===== src/assert_macros.svh =====
// Assertion helpers used by the tick counter RTL.
`ifndef ASSERT_MACROS_SVH
`define ASSERT_MACROS_SVH

// Same-cycle implication, sampled on clk, off during reset.
`define ASSERT_IMPL(label, ante, cons) \
  label: assert property (@(posedge clk) disable iff (!rst_n) (ante) |-> (cons)) \
    else $error("assertion failed");

// Next-cycle implication, sampled on clk, off during reset.
`define ASSERT_NEXT(label, ante, cons) \
  label: assert property (@(posedge clk) disable iff (!rst_n) (ante) |=> (cons)) \
    else $error("assertion failed");

`endif


===== src/dctc_pkg.sv =====
// ----------------------------------------------------------------------------
// dctc_pkg
// Types, control-store program and interval helpers for the dozonal tick
// counter.
// ----------------------------------------------------------------------------
package dctc_pkg;

  localparam int PHASE_W = 9;
  localparam int MS_W    = 9;

  localparam logic [PHASE_W-1:0] ACC_MOD = 9'd9;
  localparam logic [PHASE_W-1:0] RES_MOD = 9'd349;

  localparam logic [MS_W-1:0] IVL_346 = 9'd346;
  localparam logic [MS_W-1:0] IVL_347 = 9'd347;
  localparam logic [MS_W-1:0] IVL_348 = 9'd348;

  localparam logic [PHASE_W-1:0] ACC_LONG_A = 9'd3;
  localparam logic [PHASE_W-1:0] ACC_LONG_B = 9'd7;
  localparam logic [4:0]         RES_M5_VAL = 5'h01;
  localparam logic [6:0]         RES_M7_VAL = 7'h11;

  typedef logic [3:0] step_t;
  typedef logic [2:0] cond_t;
  typedef logic [1:0] cnt_op_t;
  typedef logic [1:0] ms_op_t;

  // sequencer steps
  localparam step_t S_WAIT = 4'd0;
  localparam step_t S_DISP = 4'd1;
  localparam step_t S_CHK  = 4'd2;
  localparam step_t S_INC  = 4'd3;
  localparam step_t S_SKIP = 4'd4;
  localparam step_t S_IVL  = 4'd5;
  localparam step_t S_LOAD = 4'd6;
  localparam step_t S_HOLD = 4'd7;
  localparam step_t S_OUT  = 4'd8;

  // jump conditions
  localparam cond_t C_NEXT     = 3'd0;
  localparam cond_t C_ALWAYS   = 3'd1;
  localparam cond_t C_NOT_ACC  = 3'd2;
  localparam cond_t C_LOAD     = 3'd3;
  localparam cond_t C_NOT_EXP  = 3'd4;
  localparam cond_t C_SKIP     = 3'd5;
  localparam cond_t C_OUT_BUSY = 3'd6;

  localparam cnt_op_t CNT_HOLD = 2'd0;
  localparam cnt_op_t CNT_LOAD = 2'd1;
  localparam cnt_op_t CNT_INC  = 2'd2;
  localparam cnt_op_t CNT_SKIP = 2'd3;

  localparam ms_op_t MS_HOLD = 2'd0;
  localparam ms_op_t MS_DEC  = 2'd1;
  localparam ms_op_t MS_NEW  = 2'd2;

  typedef struct packed {
    cond_t   cond;
    step_t   target;
    cnt_op_t cnt_op;
    ms_op_t  ms_op;
    logic    capture;
    logic    set_run;
    logic    ptr_clr;
    logic    upd_set;
    logic    upd_clr;
    logic    out_load;
  } ctrl_t;

  // control store: taken jump goes to target, otherwise to the next step
  function automatic ctrl_t ucode(input step_t s);
    ctrl_t w;
    w = '0;
    unique case (s)
      S_WAIT: begin
        w.cond = C_NOT_ACC; w.target = S_WAIT; w.capture = 1'b1; w.upd_clr = 1'b1;
      end
      S_DISP: begin
        w.cond = C_LOAD; w.target = S_LOAD;
      end
      S_CHK: begin
        w.cond = C_NOT_EXP; w.target = S_HOLD;
      end
      S_INC: begin
        w.cond = C_NEXT; w.cnt_op = CNT_INC; w.ptr_clr = 1'b1; w.upd_set = 1'b1;
      end
      S_SKIP: begin
        w.cond = C_SKIP; w.target = S_SKIP; w.cnt_op = CNT_SKIP;
      end
      S_IVL: begin
        w.cond = C_ALWAYS; w.target = S_OUT; w.ms_op = MS_NEW;
      end
      S_LOAD: begin
        w.cond = C_ALWAYS; w.target = S_INC; w.cnt_op = CNT_LOAD; w.set_run = 1'b1;
      end
      S_HOLD: begin
        w.cond = C_NEXT; w.ms_op = MS_DEC;
      end
      S_OUT: begin
        w.cond = C_OUT_BUSY; w.target = S_OUT; w.out_load = 1'b1;
      end
      default: begin
        w.cond = C_ALWAYS; w.target = S_WAIT;
      end
    endcase
    return w;
  endfunction

  // phase wraps at the modulus of the mode; out-of-range phases step to 0
  function automatic logic [PHASE_W-1:0] next_phase(input logic mode,
                                                    input logic [PHASE_W-1:0] p);
    logic [PHASE_W:0] inc;
    logic [PHASE_W:0] lim;
    inc = {1'b0, p} + {{PHASE_W{1'b0}}, 1'b1};
    lim = mode ? {1'b0, RES_MOD} : {1'b0, ACC_MOD};
    return (inc >= lim) ? '0 : inc[PHASE_W-1:0];
  endfunction

  function automatic logic [MS_W-1:0] interval(input logic mode,
                                               input logic [PHASE_W-1:0] p);
    logic long_ivl;
    if (mode) begin
      long_ivl = !p[0] || (p[4:0] == RES_M5_VAL) || (p[6:0] == RES_M7_VAL);
      return long_ivl ? IVL_347 : IVL_346;
    end
    long_ivl = (p == ACC_LONG_A) || (p == ACC_LONG_B);
    return long_ivl ? IVL_348 : IVL_347;
  endfunction

endpackage


===== src/dozonal_clock_tick_counter.sv =====
// ----------------------------------------------------------------------------
// dozonal_clock_tick_counter
// A tick that does not expire steps through dispatch, check, hold and output;
// an advance steps through increment, skip (repeated for each invalid digit),
// interval and output, set by the one-step-a-cycle control store.
// One word in flight at a time; the next word is taken only after the result loads.
// Synchronous active-low reset clears count, interval, phase and mode.
// ----------------------------------------------------------------------------
`include "assert_macros.svh"

module dozonal_clock_tick_counter #(
  parameter int DIGITS = 8
) (
  input  logic        clk,
  input  logic        rst_n,
  input  logic        cfg_wr_en,
  input  logic        cfg_wr_data,
  input  logic        in_valid,
  output logic        in_stall,
  input  logic        in_opcode,
  input  logic [31:0] in_load_value,
  output logic        out_valid,
  input  logic        out_stall,
  output logic [31:0] out_count,
  output logic        out_updated
);
  import dctc_pkg::*;

  localparam int CW = 4 * DIGITS;
  localparam int PW = $clog2(DIGITS + 1);
  localparam int IW = (DIGITS > 1) ? $clog2(DIGITS) : 1;

  step_t                step_r, step_nxt;
  logic                 mode_r;
  logic                 running_r, running_nxt;
  logic [CW-1:0]        count_r, count_nxt;
  logic [MS_W-1:0]      ms_left_r, ms_left_nxt;
  logic [PHASE_W-1:0]   phase_r, phase_nxt;
  logic [PW-1:0]        ptr_r, ptr_nxt;
  logic                 upd_r, upd_nxt;
  logic                 op_r;
  logic [31:0]          ld_r;
  logic                 out_valid_r;
  logic [31:0]          out_count_r;
  logic                 out_updated_r;

  ctrl_t                uc;
  logic                 in_acc, out_busy, skip_ok, expire, jmp;
  logic [DIGITS-1:0][3:0] dig;
  logic [3:0]           cur_dig;
  logic [63:0]          ld64, cnt64;
  logic [PHASE_W-1:0]   phase_n;

  assign uc       = ucode(step_r);
  assign in_stall = (step_r != S_WAIT);
  assign in_acc   = in_valid && !in_stall;
  assign out_busy = out_valid_r && out_stall;
  assign expire   = running_r && (ms_left_r <= {{(MS_W-1){1'b0}}, 1'b1});

  // digit under the carry pointer; both low bits set means invalid, skip it
  assign dig     = count_r;
  assign cur_dig = dig[ptr_r[IW-1:0]];
  assign skip_ok = (ptr_r < PW'(DIGITS)) && (cur_dig[1:0] == 2'b11);

  always_comb begin
    ld64 = {32'b0, ld_r};
    cnt64 = '0;
    cnt64[CW-1:0] = count_r;
  end

  assign phase_n = next_phase(mode_r, phase_r);

  always_comb begin
    unique case (uc.cond)
      C_NEXT:     jmp = 1'b0;
      C_ALWAYS:   jmp = 1'b1;
      C_NOT_ACC:  jmp = !in_acc;
      C_LOAD:     jmp = !op_r;
      C_NOT_EXP:  jmp = !expire;
      C_SKIP:     jmp = skip_ok;
      C_OUT_BUSY: jmp = out_busy;
      default:    jmp = 1'b1;
    endcase
    step_nxt = jmp ? uc.target : step_r + step_t'(1);
  end

  always_comb begin
    count_nxt = count_r;
    ptr_nxt   = ptr_r;
    unique case (uc.cnt_op)
      CNT_HOLD: count_nxt = count_r;
      CNT_LOAD: count_nxt = ld64[CW-1:0];
      CNT_INC:  count_nxt = count_r + CW'(1);
      CNT_SKIP: begin
        if (skip_ok) begin
          count_nxt = count_r + (CW'(1) << {ptr_r, 2'b00});
          ptr_nxt   = ptr_r + PW'(1);
        end
      end
    endcase
    if (uc.ptr_clr) ptr_nxt = '0;
  end

  always_comb begin
    ms_left_nxt = ms_left_r;
    phase_nxt   = phase_r;
    unique case (uc.ms_op)
      MS_DEC: begin
        if (running_r) ms_left_nxt = ms_left_r - MS_W'(1);
      end
      MS_NEW: begin
        phase_nxt   = phase_n;
        ms_left_nxt = interval(mode_r, phase_n);
      end
      default: ms_left_nxt = ms_left_r;
    endcase
  end

  always_comb begin
    running_nxt = running_r || uc.set_run;
    upd_nxt     = upd_r;
    if (uc.upd_clr) upd_nxt = 1'b0;
    if (uc.upd_set) upd_nxt = 1'b1;
  end

  always_ff @(posedge clk) begin
    if (!rst_n) begin
      step_r      <= S_WAIT;
      mode_r      <= 1'b0;
      running_r   <= 1'b0;
      count_r     <= '0;
      ms_left_r   <= '0;
      phase_r     <= '0;
      ptr_r       <= '0;
      upd_r       <= 1'b0;
      out_valid_r <= 1'b0;
    end else begin
      step_r    <= step_nxt;
      running_r <= running_nxt;
      count_r   <= count_nxt;
      ms_left_r <= ms_left_nxt;
      phase_r   <= phase_nxt;
      ptr_r     <= ptr_nxt;
      upd_r     <= upd_nxt;
      if (cfg_wr_en) mode_r <= cfg_wr_data;
      if (uc.out_load && !out_busy) out_valid_r <= 1'b1;
      else if (!out_stall)          out_valid_r <= 1'b0;
    end
  end

  // item and result words
  always_ff @(posedge clk) begin
    if (uc.capture && in_acc) begin
      op_r <= in_opcode;
      ld_r <= in_load_value;
    end
    if (uc.out_load && !out_busy) begin
      out_count_r   <= cnt64[31:0];
      out_updated_r <= upd_r;
    end
  end

  assign out_valid   = out_valid_r;
  assign out_count   = out_count_r;
  assign out_updated = out_updated_r;

  `ASSERT_NEXT(a_acc_disp, in_valid && !in_stall, step_r == S_DISP)
  `ASSERT_IMPL(a_ptr_range, 1'b1, ptr_r <= PW'(DIGITS))
  `ASSERT_IMPL(a_inc_running, step_r == S_INC, running_r)
  `ASSERT_IMPL(a_ivl_upd, step_r == S_IVL, upd_r)

endmodule


===== config.mk =====
export PLATFORM = sky130hd
export DESIGN_NAME = dozonal_clock_tick_counter
export DESIGN_NICKNAME = d
export VERILOG_FILES = /design/src/dctc_pkg.sv /design/src/dozonal_clock_tick_counter.sv
export VERILOG_INCLUDE_DIRS = /design/src /design/src/src
export SDC_FILE = /design/constraint.sdc
export NUM_CORES = 1
export LEC_CHECK = 0
export ABC_AREA = 1
export BUFFER_PORTS_ARGS = -buffer_cell sky130_fd_sc_hd__buf_2
export CORE_MARGIN = 2
export CORE_UTILIZATION = 35
export CTS_BUF_LIST = sky130_fd_sc_hd__clkbuf_8
export CTS_CLUSTER_SIZE = 14
export DETAILED_ROUTE_END_ITERATION = 8
export HOLD_SLACK_MARGIN = 0.12
export SLEW_MARGIN = 10
export SYNTH_ARGS = -nofsm -noshare
export SYNTH_HDL_FRONTEND = slang
export SYNTH_SLANG_ARGS = --single-unit

===== constraint.sdc =====
create_clock -name clk -period 4.56 [get_ports clk]
set_input_delay 0 -clock clk [delete_from_list [all_inputs] [get_ports clk]]
set_output_delay 0 -clock clk [all_outputs]
set_load 0.05 [all_outputs]

======== Word-level counts from Yosys, hierarchy flattened ========
Cells that the tools add are included.
storage, ports and cells
  bits in registers ....................... 128
  bits of input ports ..................... 39
  output and inout bits ................... 35
  word-level logic and storage cells ...... 108
operators by class
  add/subtract/negate cells ............... 6
  order comparisons ....................... 4
  equal/unequal tests ..................... 26
  shift-type cells ........................ 1
  mux-type cells .......................... 28
  bitwise logic cells ..................... 2
  reduce and logical (&&, ||, !) cells .... 28
operators by type and width
  cell                   count
  $pmux 32 s3            1
  $mux 9                 5
  $add 32x1->32 const B  1
  $add 32x32->32         1
  $mux 32                1
  $shl 1x6->32 const A   1
  $pmux 4 s5             1
  $pmux 3 s6             1
  $pmux 9 s2             1
  $eq 4x3->1 const B     4
  $bmux 4 s3             1
  $add 9x1->10 const B   1
  $ge 10x9->1            1
  $mux 1                 10
  $eq 3x3->1 const B     3
  $eq 9x2->1 const B     1
  $eq 9x3->1 const B     1
  $le 9x1->1 const B     1
  $sub 9x1->9 const B    1
  $add 4x1->4 const B    2
  $eq 2x2->1 const B     4
  $eq 4x2->1 const B     2
  $eq 7x5->1 const B     1
  $eq 3x2->1 const B     2
  other kinds (25)       47

======== Depth between registers and ports, before layout ========
  word-level depth ........................ 10
  gate-level depth with buffers ........... 19
  mapped depth without buffers ............ 19

======== Worst setup path after synthesis ========
No wires, ideal clock.
  kind .................................... reg-to-reg
  from .................................... register step_r[0]
  to ...................................... register out_count_r[0], in the netlist out_count[0], enable pin
  library setup time ...................... 0.434 ns
  arrival time ............................ 2.634 ns
  data required time ...................... 4.126 ns
  setup slack ............................. 1.492 ns
  cell stages (with the launch flop) ...... 7
  buffers on the path ..................... 0
  period minus slack after synthesis ...... 3.068 ns
  cell sequence ........................... dfxtp_1 > inv_1 > ha_1 > inv_1 > nor2_1 > nand2_1 > a21oi_1
between the ends
  word-level cells in the longest chain between the ends .. 3
ends and longest elaborated chain
  element                 RTL line                           source
  from (decl)             dozonal_clock_tick_counter.sv:33   step_t step_r, step_nxt;
  from (signal assigned)  dozonal_clock_tick_counter.sv:138  step_r <= step_nxt;
  $eq 4x4->1              dctc_pkg.sv:74                     unique case (s)
  $mux 1                  dctc_pkg.sv:74
  $logic_and 1x1->1       dozonal_clock_tick_counter.sv:157  if (uc.out_load && !out_busy) begin
  to (signal assigned)    dozonal_clock_tick_counter.sv:158  out_count_r <= cnt64[31:0];
  to (decl)               dozonal_clock_tick_counter.sv:44   logic [31:0] out_count_r;
No other way between the ends.
A chain may end at the register's enable or synchronous reset.

======== Final worst setup path ========
  from .................................... register step_r[0]
  to ...................................... register count_r[24]
between the ends
  word-level cells in the longest chain between the ends .. 5
  elaborated cells between the ends (all ways) .. 12
  those cells by class .................... eq/ne: 7; mux: 2; bitwise: 1; reduce/logical: 2
ends and longest elaborated chain
  element                                            RTL line                           source
  $eq 4x3->1 or $eq 4x2->1 (tied branches)           dctc_pkg.sv:74
  $pmux 2 s3 *                                       dctc_pkg.sv:74
  $eq 2x2->1 or $logic_not 2->1 (tied branches)      dozonal_clock_tick_counter.sv:90   unique case (uc.cnt_op)
  $ne 2x2->1 (no line) or $not 1->1 (tied branches)  -
  $reduce_and 2->1 (no line)                         -
  to (signal assigned)                               dozonal_clock_tick_counter.sv:140  count_r <= count_nxt;
  to (decl)                                          dozonal_clock_tick_counter.sv:36   logic [CW-1:0] count_r, count_nxt;
Every way passes the cells marked *; elsewhere a longest branch is shown, timed or not.

==> impl_metrics.json <==
{
  "status": "finished, final reports clean",
  "criticalPathCategory": "register to register",
  "hold_violations": 0,
  "vias_per_cell": 4.848,
  "numCtsBuffers": 17,
  "vias": 5750,
  "clkTransAtPathRegs_ns": 0.07,
  "setup_viol": 0,
  "hp-start": "in_valid",
  "layout-drive-gt1-share_pct": 18.25,
  "p_sw_uw": 1527,
  "crit_end": "count_r[24]",
  "first_pass_iters": 6,
  "grt_max_degree": 46,
  "cp.arrival_ns": 3.20,
  "synth_compound_area_share_pct": 13.23,
  "drcViolationCount": 0,
  "report.final.slew_viol_count": 0,
  "synth_edf_count": 66,
  "power_uw": 3847,
  "cp-start-kind": "register",
  "ios": 74,
  "drtIter0Drc": 333,
  "synth_cell_type_count": 54,
  "period_minus_slack_ns": 2.881,
  "track_usage_pct": 17.25,
  "synth-main-ff-cell": "edfxtp_1",
  "netlist_area_um2": 6763,
  "seq_area_frac_synth_pct": 47.66,
  "wl_um": 16820,
  "die-area_um2": 20450,
  "slew_headroom_pct": 49.70,
  "peakVddDrop_uv": 269.1,
  "grt_pass1_wl_um": 27370,
  "wire_per_inst_um": 14.18,
  "ff2ff_setup_slack_ns": 1.68,
  "netlist_instances": 800,
  "required_ns": 4.88,
  "p_sw_share_pct": 39.69,
  "rr_startpoint": "step_r[0]",
  "antenna_cells": 0,
  "synth-simple-area-share_pct": 24.16,
  "p_leak_uw": 0.003340,
  "reg2regPathDepth": 18,
  "die_height_um": 143.0,
  "start_util_pct": 35.91,
  "ant_nets": 0,
  "pwr-share-comb_pct": 32.4,
  "fillers": 1904,
  "syn_to_final_growth_pct": 19.85,
  "cts_root_buf": "clkbuf_8",
  "cts_resized": 0,
  "clkLatencyLatePin_ns": 0.45,
  "fin_tns_setup_ns": 0,
  "ys_seq_elements": 128,
  "dp_hpwl_um": 11770,
  "internal-power_uw": 2320,
  "final_cell_mix": "nand2_1, inv_1, nor2_1",
  "die_x_um": 143.0,
  "cp-end-kind": "register",
  "critPathLaunch": "step_r[0]",
  "final_common_cell": "nand2_1",
  "p_per_area_nw_per_um2": 474.7,
  "grt_pass1_vias": 5512,
  "htreeDepth": 4,
  "port_buffers": 73,
  "synth_top_family_by_area": "simple AND/OR/NAND/NOR gates",
  "hold_path_class": "input pin to register",
  "clock.fmax_mhz": 347.2,
  "fp-row-count": 50,
  "core-area_um2": 18830,
  "clockBufferDepth": 2,
  "cts.sinks": 128,
  "crit_slowest_cell": "dfxtp_1",
  "fin_util_pct": 43.04,
  "nets": 979,
  "yosysWarnings": 0,
  "worstMarginPinSlew_ns": 0.7537,
  "cts_tree": "yes",
  "antenna_found_initial": 0,
  "gp_congestion": 0.8786,
  "avgSynthCellArea_um2": 8.453,
  "ys_async_sr_fraction_pct": 0,
  "rsz0062_at_grt": "false",
  "clockPowerShare_pct": 23.1,
  "skew_ns": 0.01484,
  "synth_xor_area_share_pct": 2.461,
  "grt.overflow.total": 0,
  "r2r-end": "count_r[24]",
  "fin_crit_sh_pct": 63.17,
  "cp_common_cell": "nand2_1",
  "muxShareOfSynthArea_pct": 0,
  "cp_max_fo": 5,
  "synth_fa_ha_area_share_pct": 4.995,
  "cap_violations": 0,
  "crit_chain": "inv_1, ha_1, inv_1, nor2_8, o21ai_0, ha_1, ha_1, nand4_1, nand2_1, nand2_1, o21ai_2, a21boi_2, o21ai_4, nand2_1, nand2_1, nand3_1, nand2_1, a21oi_2",
  "seqPwrFrac_pct": 44.5,
  "syn-num-nets": 866,
  "slowest_delay_ns": 0.42
}
==> kinds of logic after synthesis <==
family	after synthesis
AO/OA/AOI/OAI	149
XOR/XNOR	19
adder cells (fa/ha/maj)	27
buffers and inverters	122
flip-flops	128
AND/OR/NAND/NOR	355
==> layer usage <==
metal / routed length (µm) / share of wire [%] / track usage (%) / vias up
li1: - / - / - / 2914
met1: 8139 / 48 / 22.95 / 2689
met2: 7820 / 47 / 28.18 / 131
met3: 710 / 4.2 / 4.292 / 16
met4: 146 / 0.87 / 4.325 / 0
met5: 0 / 0 / 0 / -
==> flip-flops by register name, indices dropped and copies added, names as in the netlist, 4 cells and up <==
| register | cells |
|---|---|
| ld_r | 32 |
| ptr_r | 4 |
| step_r | 4 |
| count_r | 32 |
| ms_left_r | 9 |
| out_count | 32 |
| phase_r | 9 |
==> how the worst min path moves through the flow <==
stage | to | slack [ns] | depth (start not counted)
floorplan | ld_r[0] | 0.1 | 0
global placement | ld_r[27] | 0.18 | 1
detailed placement | ld_r[24] | 0.18 | 1
CTS | step_r[1] | 0.19 | 6
global route | ld_r[24] | 0.23 | 2
finish | step_r[2] | 0.22 | 6
==> power groups by stage <==
stage	sequential [µW]	clock, µW	combinational (µW)
finish	1710	889	1250
global route	1750	965	1400
CTS	1710	915	1250
detailed placement	1730	0	1220
global placement	1730	0	1200
floorplan	1680	0	969
==> final cells by class <==
type	count	area, µm²	area share, %
Timing Repair Buffer	114	765.7	9.447
Tap cell	260	325.3	4.014
Clock inverter	14	105.1	1.297
Multi-Input combinational cell	550	3044	37.56
Sequential cell	128	3223	39.77
Clock buffer	18	247.7	3.057
Inverter	102	394.1	4.863
==> worst max-delay path, delay by kind of cell, from the launching register on <==
family	cells	cell delay, ns
AND/OR/NAND/NOR	8	0.71
flip-flops	1	0.42
adder cells (fa/ha/maj)	3	0.58
AO/OA/AOI/OAI	5	0.79
buffers and inverters	2	0.26
==> cells in the mapped netlist, types with 2 or more instances <==
library cell | instances | area, µm²
nand2_1 | 160 | 600.6
inv_1 | 88 | 330.3
nor2_1 | 84 | 315.3
edfxtp_1 | 66 | 1982
dfxtp_1 | 62 | 1241
a21oi_1 | 56 | 280.3
nand3_1 | 43 | 215.2
o21ai_0 | 41 | 205.2
ha_1 | 27 | 337.8
nand4_1 | 14 | 87.58
nor3_1 | 14 | 70.07
xor2_1 | 12 | 105.1
inv_2 | 11 | 41.29
a31oi_1 | 9 | 56.30
clkbuf_1 | 9 | 33.78
a21oi_2 | 7 | 61.31
nand2_2 | 7 | 43.79
o22ai_1 | 7 | 43.79
xnor2_1 | 7 | 61.31
buf_2 | 6 | 30.03
o21ai_1 | 6 | 30.03
nor2_2 | 5 | 31.28
nor3_2 | 5 | 50.05
o211ai_1 | 5 | 37.54
or2_2 | 5 | 31.28
o21ai_2 | 4 | 35.03
buf_6 | 3 | 33.78
nand3b_1 | 3 | 22.52
a211oi_1 | 2 | 15.01
buf_4 | 2 | 15.01
nand2_4 | 2 | 22.52
nand3_2 | 2 | 20.02
nor4_1 | 2 | 12.51
nor4_2 | 2 | 25.02
o21ai_4 | 2 | 32.53
o31ai_1 | 2 | 15.01
==> timing repair <==
| action | in CTS | in global routing |
|---|---|---|
| endpoints found under the hold margin | 55 | 0 |
| buffers inserted | 0 | 0 |
| hold buffers | 37 | 0 |
| setup endpoints to repair | 0 | 0 |
==> stage by stage <==
| stage | std cells | setup WS [ns] | cell area (µm²) | hold WS [ns] |
|---|---|---|---|---|
| 5_1_grt | 1186 | 1.325 | 8105 | 0.2344 |
| 4_1_cts | 1186 | 1.681 | 8105 | 0.1922 |
| 6_report | 1186 | 1.679 | 8105 | 0.2226 |
| 3_3_place_gp | 1117 | 1.788 | 7382 | 0.1768 |
| 3_5_place_dp | 1117 | 1.699 | 7382 | 0.1781 |
| 2_1_floorplan | 800 | 1.492 | 6763 | 0.09887 |
Power figures use the tool's default switching activity.
